File: config.mk
export PLATFORM = sky130hd
export DESIGN_NAME = ips_patch_record_builder_unit
export DESIGN_NICKNAME = d
export VERILOG_FILES = /design/src/rtl/core/ipsprb_pkg.sv /design/src/rtl/core/ipsprb_in_stage.sv /design/src/rtl/core/ipsprb_core.sv /design/src/rtl/core/ipsprb_out_queue.sv /design/src/rtl/core/ips_patch_record_builder_unit.sv
export SDC_FILE = /design/constraint.sdc
export NUM_CORES = 1
export LEC_CHECK = 0
export ABC_AREA = 1
export BUFFER_PORTS_ARGS = -buffer_cell sky130_fd_sc_hd__buf_4
export CORE_AREA = 10 10 280 282
export DETAILED_ROUTE_END_ITERATION = 10
export DIE_AREA = 0 0 290 292
export GPL_TIMING_DRIVEN = 0
export PLACE_DENSITY = 0.71
export SETUP_SLACK_MARGIN = 0.4
export SKIP_LAST_GASP = 1
export SLEW_MARGIN = 20
export SYNTH_ARGS = -nofsm -noshare
export SYNTH_HDL_FRONTEND = slang
export SYNTH_HIERARCHICAL = 1
export SYNTH_SLANG_ARGS = --single-unit
File: constraint.sdc
create_clock -name aclk -period 13.85 [get_ports aclk]
set_clock_uncertainty 0.1 [all_clocks]
set_input_delay 1.385 -clock aclk [delete_from_list [all_inputs] [get_ports aclk]]
set_output_delay 1.385 -clock aclk [all_outputs]
set_load 0.02 [all_outputs]
File: src/rtl/core/ipsprb_pkg.sv
`timescale 1ns / 1ps
`default_nettype none

package ipsprb_pkg;

    // Input commands
    typedef enum logic [1:0] {
        CMD_BEGIN = 2'd0,
        CMD_PAIR  = 2'd1,
        CMD_END   = 2'd2
    } cmd_t;

    // Result kinds
    typedef enum logic [2:0] {
        KIND_HEADER    = 3'd0,
        KIND_LITERAL   = 3'd1,
        KIND_RLE       = 3'd2,
        KIND_EOF       = 3'd3,
        KIND_TRUNCATE  = 3'd4,
        KIND_TOO_LARGE = 3'd5
    } kind_t;

    // Configuration register indexes
    localparam logic [1:0] CFG_SOURCE_LENGTH = 2'd0;
    localparam logic [1:0] CFG_TARGET_LENGTH = 2'd1;
    localparam logic [1:0] CFG_SIZE_LIMIT    = 2'd2;

    localparam logic [31:0] SIZE_LIMIT_RESET = 32'hFFFF_FFFF;

    // Offset whose three bytes spell "EOF"; no record may start there
    localparam logic [23:0] EOF_OFFSET = 24'h454F46;
    localparam logic [15:0] MAX_RUN    = 16'hFFFF;
    localparam logic [15:0] RLE_MIN_COUNT = 16'd4;

    // Largest addressable target, and the largest one that may be truncated to
    localparam logic [24:0] TARGET_LIMIT       = 25'h100_0000;
    localparam logic [24:0] TARGET_LIMIT_SHORT = 25'h0FF_FFFF;

    // Patch byte costs
    localparam logic [31:0] HEADER_COST  = 32'd5;
    localparam logic [16:0] LIT_OVERHEAD = 17'd5;
    localparam logic [16:0] RLE_COST     = 17'd8;
    localparam logic [17:0] EOF_COST     = 18'd3;
    localparam logic [17:0] TRUNC_COST   = 18'd3;

    typedef struct packed {
        cmd_t        cmd;
        logic [7:0]  target_byte;
        logic [7:0]  source_byte;
    } item_t;

    typedef struct packed {
        kind_t       kind;
        logic [23:0] record_offset;
        logic [15:0] record_count;
        logic [7:0]  fill_value;
        logic [31:0] total_bytes;
    } result_t;

    // All results caused by one item, rec[0] first
    typedef struct packed {
        logic [1:0]        count;
        result_t [2:0]     rec;
    } batch_t;

endpackage

`default_nettype wire

File: src/rtl/core/ipsprb_in_stage.sv
`timescale 1ns / 1ps
`default_nettype none

module ipsprb_in_stage (
    input  wire logic               aclk,
    input  wire logic               aresetn,
    input  wire logic               s_valid,
    input  wire ipsprb_pkg::item_t  s_item,
    output logic                    s_ready,
    input  wire logic               take,
    output logic                    item_valid,
    output ipsprb_pkg::item_t       item
);

    logic              valid_reg;
    logic              valid_next;
    ipsprb_pkg::item_t item_reg;

    assign s_ready    = !valid_reg || take;
    assign item_valid = valid_reg;
    assign item       = item_reg;

    always_comb begin
        valid_next = valid_reg;
        if (s_valid && s_ready) begin
            valid_next = 1'b1;
        end else if (take) begin
            valid_next = 1'b0;
        end
    end

    always_ff @(posedge aclk) begin
        if (!aresetn) begin
            valid_reg <= 1'b0;
        end else begin
            valid_reg <= valid_next;
        end
    end

    always_ff @(posedge aclk) begin
        if (s_valid && s_ready) begin
            item_reg <= s_item;
        end
    end

endmodule

`default_nettype wire

File: src/rtl/core/ipsprb_core.sv
`timescale 1ns / 1ps
`default_nettype none

module ipsprb_core (
    input  wire logic               aclk,
    input  wire logic               aresetn,
    input  wire logic               cfg_wr_en,
    input  wire logic [1:0]         cfg_index,
    input  wire logic [31:0]        cfg_wr_data,
    input  wire logic               fire,
    input  wire ipsprb_pkg::item_t  item,
    output ipsprb_pkg::batch_t      batch
);

    logic [31:0] source_length_reg;
    logic [24:0] target_length_reg;
    logic [31:0] size_limit_reg;

    logic [24:0] position_reg,        position_next;
    logic [23:0] run_start_reg,       run_start_next;
    logic        in_run_reg,          in_run_next;
    logic [7:0]  run_fill_reg,        run_fill_next;
    logic        run_all_same_reg,    run_all_same_next;
    logic [7:0]  previous_target_reg, previous_target_next;
    logic [31:0] bytes_emitted_reg,   bytes_emitted_next;
    logic        job_active_reg,      job_active_next;

    function automatic ipsprb_pkg::result_t make_rec(
        ipsprb_pkg::kind_t kind,
        logic [23:0]       off,
        logic [15:0]       cnt,
        logic [7:0]        fill,
        logic [31:0]       total
    );
        ipsprb_pkg::result_t r;
        r.kind          = kind;
        r.record_offset = off;
        r.record_count  = cnt;
        r.fill_value    = fill;
        r.total_bytes   = total;
        return r;
    endfunction

    always_ff @(posedge aclk) begin
        if (!aresetn) begin
            source_length_reg <= '0;
            target_length_reg <= '0;
            size_limit_reg    <= ipsprb_pkg::SIZE_LIMIT_RESET;
        end else if (cfg_wr_en) begin
            unique case (cfg_index)
                ipsprb_pkg::CFG_SOURCE_LENGTH: source_length_reg <= cfg_wr_data;
                ipsprb_pkg::CFG_TARGET_LENGTH: target_length_reg <= cfg_wr_data[24:0];
                ipsprb_pkg::CFG_SIZE_LIMIT:    size_limit_reg    <= cfg_wr_data;
                default: ;
            endcase
        end
    end

    always_comb begin
        logic [24:0]         run_len;
        logic [15:0]         run_count;
        logic                close_rle;
        logic [16:0]         close_cost;
        logic [17:0]         eof_cost;
        logic [17:0]         trunc_cost;
        logic [32:0]         limit_ext;
        logic [32:0]         sum1;
        logic [32:0]         sum2;
        logic [32:0]         sum3;
        logic                fit1;
        logic                fit2;
        logic                fit3;
        logic                changed;
        logic                start_at_eof;
        logic [23:0]         start_off;
        logic [7:0]          start_fill;
        logic                start_same;
        logic                oversized;
        logic                ok;
        logic [1:0]          n;
        logic [31:0]         base_total;
        ipsprb_pkg::result_t close_rec;

        // current run, closed at the current position
        run_len    = position_reg - {1'b0, run_start_reg};
        run_count  = run_len[15:0];
        close_rle  = (run_count >= ipsprb_pkg::RLE_MIN_COUNT) && run_all_same_reg;
        close_cost = close_rle ? ipsprb_pkg::RLE_COST
                               : ipsprb_pkg::LIT_OVERHEAD + {1'b0, run_count};
        close_rec  = make_rec(close_rle ? ipsprb_pkg::KIND_RLE : ipsprb_pkg::KIND_LITERAL,
                              run_start_reg, run_count,
                              close_rle ? run_fill_reg : 8'd0, 32'd0);

        // running totals for close, eof and truncate, all from the same base
        eof_cost   = in_run_reg ? {1'b0, close_cost} + ipsprb_pkg::EOF_COST
                                : ipsprb_pkg::EOF_COST;
        trunc_cost = eof_cost + ipsprb_pkg::TRUNC_COST;
        limit_ext  = {1'b0, size_limit_reg};
        sum1       = {1'b0, bytes_emitted_reg} + {16'd0, close_cost};
        sum2       = {1'b0, bytes_emitted_reg} + {15'd0, eof_cost};
        sum3       = {1'b0, bytes_emitted_reg} + {15'd0, trunc_cost};
        fit1       = sum1 <= limit_ext;
        fit2       = sum2 <= limit_ext;
        fit3       = sum3 <= limit_ext;
        close_rec.total_bytes = sum1[31:0];

        changed = ({7'd0, position_reg} >= source_length_reg)
                  || (item.source_byte != item.target_byte);

        // a run starting on the "EOF" offset backs up one byte
        start_at_eof = (position_reg == {1'b0, ipsprb_pkg::EOF_OFFSET});
        start_off    = start_at_eof ? ipsprb_pkg::EOF_OFFSET - 24'd1 : position_reg[23:0];
        start_fill   = start_at_eof ? previous_target_reg : item.target_byte;
        start_same   = start_at_eof ? (item.target_byte == previous_target_reg) : 1'b1;

        oversized = (target_length_reg > ipsprb_pkg::TARGET_LIMIT)
                    || (({7'd0, target_length_reg} < source_length_reg)
                        && (target_length_reg > ipsprb_pkg::TARGET_LIMIT_SHORT));

        ok         = 1'b1;
        n          = 2'd0;
        base_total = bytes_emitted_reg;

        position_next        = position_reg;
        run_start_next       = run_start_reg;
        in_run_next          = in_run_reg;
        run_fill_next        = run_fill_reg;
        run_all_same_next    = run_all_same_reg;
        previous_target_next = previous_target_reg;
        bytes_emitted_next   = bytes_emitted_reg;
        job_active_next      = job_active_reg;
        batch                = '0;

        if (fire) begin
            unique case (item.cmd)
                ipsprb_pkg::CMD_BEGIN: begin
                    position_next        = '0;
                    run_start_next       = '0;
                    in_run_next          = 1'b0;
                    run_fill_next        = '0;
                    run_all_same_next    = 1'b0;
                    previous_target_next = '0;
                    bytes_emitted_next   = '0;
                    job_active_next      = 1'b0;
                    batch.count          = 2'd1;
                    if (oversized || (size_limit_reg < ipsprb_pkg::HEADER_COST)) begin
                        batch.rec[0] = make_rec(ipsprb_pkg::KIND_TOO_LARGE,
                                                24'd0, 16'd0, 8'd0, 32'd0);
                    end else begin
                        batch.rec[0] = make_rec(ipsprb_pkg::KIND_HEADER, 24'd0, 16'd0,
                                                8'd0, ipsprb_pkg::HEADER_COST);
                        bytes_emitted_next = ipsprb_pkg::HEADER_COST;
                        job_active_next    = 1'b1;
                    end
                end
                ipsprb_pkg::CMD_PAIR: begin
                    if (job_active_reg && (position_reg < target_length_reg)) begin
                        if (in_run_reg) begin
                            if (!changed || (run_len >= {9'd0, ipsprb_pkg::MAX_RUN})) begin
                                batch.count = 2'd1;
                                if (fit1) begin
                                    batch.rec[0]       = close_rec;
                                    bytes_emitted_next = sum1[31:0];
                                    in_run_next        = 1'b0;
                                    // full-length run: the changed byte opens the next one
                                    if (changed) begin
                                        in_run_next       = 1'b1;
                                        run_start_next    = start_off;
                                        run_fill_next     = start_fill;
                                        run_all_same_next = start_same;
                                    end
                                end else begin
                                    batch.rec[0] = make_rec(ipsprb_pkg::KIND_TOO_LARGE,
                                                            24'd0, 16'd0, 8'd0,
                                                            bytes_emitted_reg);
                                    job_active_next = 1'b0;
                                    in_run_next     = 1'b0;
                                    ok              = 1'b0;
                                end
                            end else if (item.target_byte != run_fill_reg) begin
                                run_all_same_next = 1'b0;
                            end
                        end else if (changed) begin
                            in_run_next       = 1'b1;
                            run_start_next    = start_off;
                            run_fill_next     = start_fill;
                            run_all_same_next = start_same;
                        end
                        if (ok) begin
                            previous_target_next = item.target_byte;
                            position_next        = position_reg + 25'd1;
                        end
                    end
                end
                ipsprb_pkg::CMD_END: begin
                    if (job_active_reg) begin
                        if (in_run_reg) begin
                            n = 2'd1;
                            if (fit1) begin
                                batch.rec[0]       = close_rec;
                                base_total         = sum1[31:0];
                                bytes_emitted_next = sum1[31:0];
                            end else begin
                                batch.rec[0] = make_rec(ipsprb_pkg::KIND_TOO_LARGE,
                                                        24'd0, 16'd0, 8'd0,
                                                        bytes_emitted_reg);
                                ok = 1'b0;
                            end
                        end
                        if (ok) begin
                            if (fit2) begin
                                batch.rec[n] = make_rec(ipsprb_pkg::KIND_EOF, 24'd0,
                                                        16'd0, 8'd0, sum2[31:0]);
                                n = n + 2'd1;
                                bytes_emitted_next = sum2[31:0];
                                if ({7'd0, target_length_reg} < source_length_reg) begin
                                    if (fit3) begin
                                        batch.rec[n] = make_rec(ipsprb_pkg::KIND_TRUNCATE,
                                                                target_length_reg[23:0],
                                                                16'd0, 8'd0, sum3[31:0]);
                                        bytes_emitted_next = sum3[31:0];
                                    end else begin
                                        batch.rec[n] = make_rec(ipsprb_pkg::KIND_TOO_LARGE,
                                                                24'd0, 16'd0, 8'd0,
                                                                sum2[31:0]);
                                    end
                                    n = n + 2'd1;
                                end
                            end else begin
                                batch.rec[n] = make_rec(ipsprb_pkg::KIND_TOO_LARGE, 24'd0,
                                                        16'd0, 8'd0, base_total);
                                n = n + 2'd1;
                            end
                        end
                        batch.count     = n;
                        job_active_next = 1'b0;
                        in_run_next     = 1'b0;
                    end
                end
                default: ;
            endcase
        end
    end

    always_ff @(posedge aclk) begin
        if (!aresetn) begin
            position_reg        <= '0;
            run_start_reg       <= '0;
            in_run_reg          <= 1'b0;
            run_fill_reg        <= '0;
            run_all_same_reg    <= 1'b0;
            previous_target_reg <= '0;
            bytes_emitted_reg   <= '0;
            job_active_reg      <= 1'b0;
        end else begin
            position_reg        <= position_next;
            run_start_reg       <= run_start_next;
            in_run_reg          <= in_run_next;
            run_fill_reg        <= run_fill_next;
            run_all_same_reg    <= run_all_same_next;
            previous_target_reg <= previous_target_next;
            bytes_emitted_reg   <= bytes_emitted_next;
            job_active_reg      <= job_active_next;
        end
    end

endmodule

`default_nettype wire

File: src/rtl/core/ipsprb_out_queue.sv
`timescale 1ns / 1ps
`default_nettype none

module ipsprb_out_queue (
    input  wire logic                aclk,
    input  wire logic                aresetn,
    input  wire logic                load,
    input  wire ipsprb_pkg::batch_t  batch,
    output logic                     can_load,
    output logic                     m_valid,
    input  wire logic                m_ready,
    output ipsprb_pkg::result_t      head,
    output logic                     head_last
);

    logic [1:0]          count_reg;
    logic [1:0]          count_next;
    ipsprb_pkg::result_t slot_reg [3];
    logic                pop;

    // a new batch goes in once the last result of the previous one leaves
    assign can_load  = (count_reg == 2'd0) || ((count_reg == 2'd1) && m_ready);
    assign m_valid   = (count_reg != 2'd0);
    assign pop       = m_valid && m_ready;
    assign head      = slot_reg[0];
    assign head_last = (count_reg == 2'd1);

    always_comb begin
        count_next = count_reg;
        if (load) begin
            count_next = batch.count;
        end else if (pop) begin
            count_next = count_reg - 2'd1;
        end
    end

    always_ff @(posedge aclk) begin
        if (!aresetn) begin
            count_reg <= '0;
        end else begin
            count_reg <= count_next;
        end
    end

    always_ff @(posedge aclk) begin
        if (load) begin
            for (int i = 0; i < 3; i++) begin
                slot_reg[i] <= batch.rec[i];
            end
        end else if (pop) begin
            slot_reg[0] <= slot_reg[1];
            slot_reg[1] <= slot_reg[2];
        end
    end

endmodule

`default_nettype wire

File: src/rtl/core/ips_patch_record_builder_unit.sv
`timescale 1ns / 1ps
`default_nettype none

// IPS patch record builder. Feed one begin item, then one byte pair per
// target position (target byte in s_tdata[7:0], source byte in [15:8]), then
// one end item; the block answers with record descriptors: header, literal
// and RLE records, EOF marker, optional truncation length, or a too-large
// error, each with the running patch size. Literal data is not carried; the
// consumer copies it from the target image using offset and count. Items are
// taken one per cycle: byte pairs and begin give at most one result, so a
// byte stream runs at one pair per clock as long as m_tready stays high. An
// end item gives up to three results, drained one per cycle from the output
// queue while m_tready is high, and the next item is not taken until the last
// of them is leaving. The first result passes through the input register,
// then record logic into the output queue. m_tlast marks the final result of
// an item. Configuration registers are written through cfg_*; the user must do
// so only while no job work is pending, as the block itself does not enforce it.
module ips_patch_record_builder_unit (
    input  wire logic        aclk,
    input  wire logic        aresetn,

    input  wire logic        cfg_wr_en,
    input  wire logic [1:0]  cfg_index,
    input  wire logic [31:0] cfg_wr_data,

    input  wire logic        s_tvalid,
    output logic             s_tready,
    input  wire logic [15:0] s_tdata,   // [7:0] target_byte, [15:8] source_byte
    input  wire logic [1:0]  s_tuser,   // [1:0] cmd

    output logic             m_tvalid,
    input  wire logic        m_tready,
    output logic [79:0]      m_tdata,   // [23:0] record_offset, [39:24] record_count,
                                        // [47:40] fill_value, [79:48] total_bytes
    output logic [2:0]       m_tuser,   // [2:0] kind
    output logic             m_tlast
);

    ipsprb_pkg::item_t   s_item;
    ipsprb_pkg::item_t   item;
    logic                item_valid;
    logic                take;
    logic                can_load;
    ipsprb_pkg::batch_t  batch;
    ipsprb_pkg::result_t head;

    always_comb begin
        s_item.cmd         = ipsprb_pkg::cmd_t'(s_tuser);
        s_item.target_byte = s_tdata[7:0];
        s_item.source_byte = s_tdata[15:8];
    end

    // item moves into the record logic when the output queue can take its batch
    assign take = item_valid && can_load;

    ipsprb_in_stage u_in_stage (
        .aclk       (aclk),
        .aresetn    (aresetn),
        .s_valid    (s_tvalid),
        .s_item     (s_item),
        .s_ready    (s_tready),
        .take       (take),
        .item_valid (item_valid),
        .item       (item)
    );

    ipsprb_core u_core (
        .aclk        (aclk),
        .aresetn     (aresetn),
        .cfg_wr_en   (cfg_wr_en),
        .cfg_index   (cfg_index),
        .cfg_wr_data (cfg_wr_data),
        .fire        (take),
        .item        (item),
        .batch       (batch)
    );

    ipsprb_out_queue u_out_queue (
        .aclk      (aclk),
        .aresetn   (aresetn),
        .load      (take),
        .batch     (batch),
        .can_load  (can_load),
        .m_valid   (m_tvalid),
        .m_ready   (m_tready),
        .head      (head),
        .head_last (m_tlast)
    );

    assign m_tdata = {head.total_bytes, head.fill_value, head.record_count,
                      head.record_offset};
    assign m_tuser = head.kind;

`ifndef ASSERT_OFF
    // a batch is loaded only over an empty queue or one losing its last result
    assert property (@(posedge aclk) disable iff (!aresetn)
        take |-> (!m_tvalid || (m_tlast && m_tready)))
        else $error("output queue overwritten while results pending");

    // a too-large error always ends the results of its item
    assert property (@(posedge aclk) disable iff (!aresetn)
        (m_tvalid && (m_tuser == ipsprb_pkg::KIND_TOO_LARGE)) |-> m_tlast)
        else $error("too-large error not final result of item");

    // a header is alone and always accounts for the five header bytes
    assert property (@(posedge aclk) disable iff (!aresetn)
        (m_tvalid && (m_tuser == ipsprb_pkg::KIND_HEADER))
            |-> (m_tlast && (m_tdata[79:48] == 32'd5)))
        else $error("header result with wrong size or not alone");
`endif

endmodule

`default_nettype wire

# Word-level counts from Yosys, hierarchy flattened
# Memory sizes are Yosys's and may differ from the RTL's.
# Cells that the tools add are included.
# word_totals
word_cells	215
in_bits	57
memories	1
regBits	210
mem_bits_rw	249
# op_classes
eq_ne	19
reduce_logical	34
bitwise	2
magnitude_cmp	15
addsub	11
n_mux	117
# memory_table
name	words	word_bits	read_ports	rd_clocked_by_memory_dff	write_ports	line_no	rtl
u_out_queue.slot_reg	3	83	3	0	3	ipsprb_out_queue.sv:18	ipsprb_pkg::result_t slot_reg [3];
# ops
operator	count
two-way mux 83 bit	13
bitwise mux 249 bit	4
two-way mux 249 bit	4
two-way mux 251 bit	2
two-way mux 32 bit	13
demux 83 bit (select 2 bit)	2
case mux 83 bit (3 select lines)	1
two-way mux 166 bit	1
two-way mux 24 bit	6
<= comparator 33 x 32 -> 1 bit	3
case mux 32 bit (3 select lines)	1
two-way mux 8 bit	9
adder 32 x 18 -> 33 bit	2
two-way mux 25 bit	2
case mux 25 bit (2 select lines)	1
case mux 24 bit (2 select lines)	1
two-way mux 1 bit	37
adder 32 x 17 -> 33 bit	1
>= comparator 25 x 32 -> 1 bit	1
less-than comparator 25 x 32 -> 1 bit	1
less-than comparator 32 x 3 -> 1 bit, second input constant	1
case mux 8 bit (2 select lines)	2
adder 25 x 1 -> 25 bit, second input constant	1
equality test 25 x 23 -> 1 bit, second input constant	1
39 further kinds	88

# Depth between registers and ports, before layout
# depth
depth_word	21
depth_mapped	67
mapped_depth_nobuf	65

# Cells and area by module
# Netlist, hierarchy kept.
# modules_own_cells
module	n_inst	area_per_inst_um2	seq_area_each_um2	cells_per_inst
ipsprb_core	1	24717.5	3783.6	4200
ipsprb_out_queue	1	10752.8	7517.2	894
ipsprb_in_stage	1	591.8	560.5	25
ips_patch_record_builder_unit	1	7.5	0.0	2

# Least setup slack after synthesis
# Ideal clock, no wire load.
# synth_path
path_type	input to register
startpoint	in m_tready
endpoint	mem u_out_queue/slot_reg[0][0] (netlist name), enable pin
stages	6
path_slack_ns	6.073
arrival_time_ns	7.142
path_buffers	0
setup_time_ns	0.535
cell_sequence	nand2_1 -> nand2_1 -> nand2_1 -> inv_1 -> inv_2 -> nand2_1
# synth_lines
element	line_no	rtl
from (decl)	ips_patch_record_builder_unit.sv:32	input wire logic m_tready,
to (decl)	ipsprb_out_queue.sv:18	

==> flow_metrics.py <==
metrics = {
    "place": {
        "io_buffers": 142,
        "gp_congestion": 1.050,
        "hpwl_um": 123100,
    },
    "global_routing": {
        "grt_max_degree": 67,
        "antenna_found_initial": 5,
        "grt_overflow_total": 0,
        "grt_pass1_vias": 33950,
        "track_usage_pct": 34.17,
        "grt_pass1_wl_um": 219900,
    },
    "floorplan": {
        "start_util_pct": 49.69,
        "fp.dieW_um": 290,
        "ios": 143,
        "die_y_um": 292,
        "core_area_mm2": 0.07259,
        "die-area_mm2": 0.08468,
        "row_count": 99,
    },
    "route": {
        "antenna_left": 0,
        "vias_per_cell": 5.758,
        "drt_iter0_markers": 4327,
        "wl_per_cell_um": 23.68,
        "dr.pass1.iters": 6,
        "drc_errors": 0,
        "vias": 36690,
        "wl_um": 150900,
    },
    "cts": {
        "clk_latency_ns": 0.64,
        "cts-buffers-inserted": 51,
        "ctsHoldBuffers": 0,
        "clk_pin_slew_ns": 0.07,
        "cts_num_sinks": 459,
        "cts_resized": 0,
        "root_buffer": "clkbuf_16",
        "cts_htree_levels": 2,
        "clk_path_buf_depth": 3,
        "post_cts_buffers": 0,
        "cts_tree": "done",
    },
    "critical_path": {
        "worstPathArrival_ns": 11.54,
        "worstSetupEndpointType": "flip-flop",
        "cp_slowest_stage_delay_ns": 0.55,
        "crit_slowest_cell": "xor2_1",
        "path_common_cell": "nand2_1",
        "critPathLaunchType": "flip-flop",
        "path_max_fanout": 10,
        "worstSetupPathType": "reg2reg",
        "cp.required_ns": 14.10,
    },
    "sta": {
        "slew_headroom_pct": 21.07,
        "fin_crit_sh_pct": 81.51,
        "rsz0062_at_grt": "no",
        "finalHoldViolations": 0,
        "fin_setup_tns_ns": 0,
        "tightest_slew_ns": 1.184,
        "min_period_ns": 11.29,
        "slew_viol_final": 0,
        "setup_viol": 0,
        "fmax_ghz": 0.08858,
    },
    "logic_synthesis": {
        "syn_inst": 5121,
        "synth_top_cell_area_share_pct": 22.23,
        "syn_area_per_cell_um2": 7.043,
        "synth_most_common_cell": "nand2_1",
        "synth_seq_cells": 459,
        "synth_top_area_cell": "edfxtp_1",
        "netlist_top_cells_area": "edfxtp_1, nand2_1, dfxtp_1",
        "yosysWarnings": 6,
        "async_flop_share_pct": 0,
        "ys.flop_type": "edfxtp_1",
        "synth_commonest_cells": "nand2_1, inv_1, a21oi_1",
        "synth_edf_count": 267,
        "syn_area_mm2": 0.03607,
        "synth.distinct_cells": 64,
        "seq_area_frac_synth_pct": 32.88,
    },
    "power": {
        "ir_drop_v": 0.0001254,
        "leakage_nw": 18.43,
        "power_density_mw_per_mm2": 112.0,
        "power.total_mw": 4.509,
    },
    "worst_hold_path": {
        "hold_path.class": "reg2reg",
    },
    "job": {
        "cap_viol_max_count": 0,
    },
    "run_status": {
        "outcome": "finished clean",
    },
    "cells_and_area": {
        "n_antenna_cell": 0,
        "largest_register_ffs": 249,
        "drive_gt1_share_pct": 10.53,
        "fin_nets": 5696,
        "area_delta_synth_final_pct": 11.64,
    },
}
power breakdown:
group / internal, mW / switching [mW]
clock: 0.725 / 0.609
combinational: 0.452 / 0.909
sequential: 1.74 / 0.0765
cell type report:
class | count | area, µm²
fill | 7234 | 32320
multi-input combinational | 3689 | 19740
sequential | 459 | 11860
inverter | 674 | 2535
buffer | 349 | 2153
clock buffer | 66 | 1374
tap | 959 | 1200
timing repair buffer | 148 | 1187
clock inverter | 28 | 219.0
critical path: cells and delay by family, from the launching register on:
family | cells | cell delay (ns)
flip-flops | 1 | 0.42
AO/OA/AOI/OAI | 6 | 1.36
adder cells (fa/ha/maj) | 6 | 1.80
buffers and inverters | 10 | 1.70
AND/OR/NAND/NOR | 35 | 4.89
XOR/XNOR | 2 | 0.70
per-stage QoR:
stage,utilization (%),hold slack [ns],area (µm²),setup WS [ns],instances
3_3_place_gp,53.07,0.3478,38520,2.848,6272
3_5_place_dp,53.26,0.3507,38660,2.949,6277
4_1_cts,55.46,0.3604,40260,2.918,6371
5_1_grt,55.47,0.3736,40270,1.934,6372
6_report,55.47,0.3604,40270,2.561,6372
2_1_floorplan,-,0.3392,36260,6.073,5171
metal layers:
| layer | vias to the layer above | wire, µm | GRT usage (%) |
|---|---|---|---|
| met5 | - | 82 | 0 |
| met4 | 8 | 9187 | 18.67 |
| met3 | 357 | 13520 | 5.442 |
| met2 | 1867 | 65260 | 52.92 |
| met1 | 17190 | 62850 | 45.19 |
| li1 | 17260 | - | - |
logic make-up after synthesis:
kind of cell / synth area share, %
and+or+nand+nor: 26.94
xor gates and xnor gates: 2.865
buffers and inverters: 12.98
adders and majority gates: 9.345
AOI/OAI and AO/OA: 14.97
DFF: 32.88
other: 0.01040
worst paths after layout:
kind | start | end | slack [ns] | cells after the start
worst max-delay path | u_core/position_reg[0] | u_out_queue/slot_reg[0][149] | 2.56 | 59
worst min-delay path | u_core/run_start_reg[3] | u_core/run_start_reg[3] | 0.36 | 2
worst max register to register | u_core/position_reg[0] | u_out_queue/slot_reg[0][149] | 2.56 | 59
worst min register to register | u_core/run_start_reg[3] | u_core/run_start_reg[3] | 0.36 | 2
layout by cell type, fill, tap and decap left out, types with 13 or more instances in the layout:
master     Yosys  layout
xor2_1        89      89
or2_2         13      13
o211ai_1      51      51
nand3_1      330     330
nor3_1        48      48
conb_1         1      51
nand2_2       20      20
nand2_1     1261    1260
clkinv_1       6      15
nand3b_1      20      20
buf_1         14      14
edfxtp_1     267     267
dfxtp_1      192     192
nand3_2       13      13
nor4_1        25      24
buf_4        141     284
inv_1        647     646
o21ai_1      117     117
nand4_1       83      83
buf_2         44      44
ha_1         263     263
inv_2         21      21
o21ai_0      307     307
a31oi_1       15      15
clkbuf_1     117     129
a21oi_1      424     423
buf_6         31      32
nor2_1       384     384
xnor2_1       29      29
nor2_2        22      22
clkbuf_16      0      52
Power figures use the tool's default switching activity.
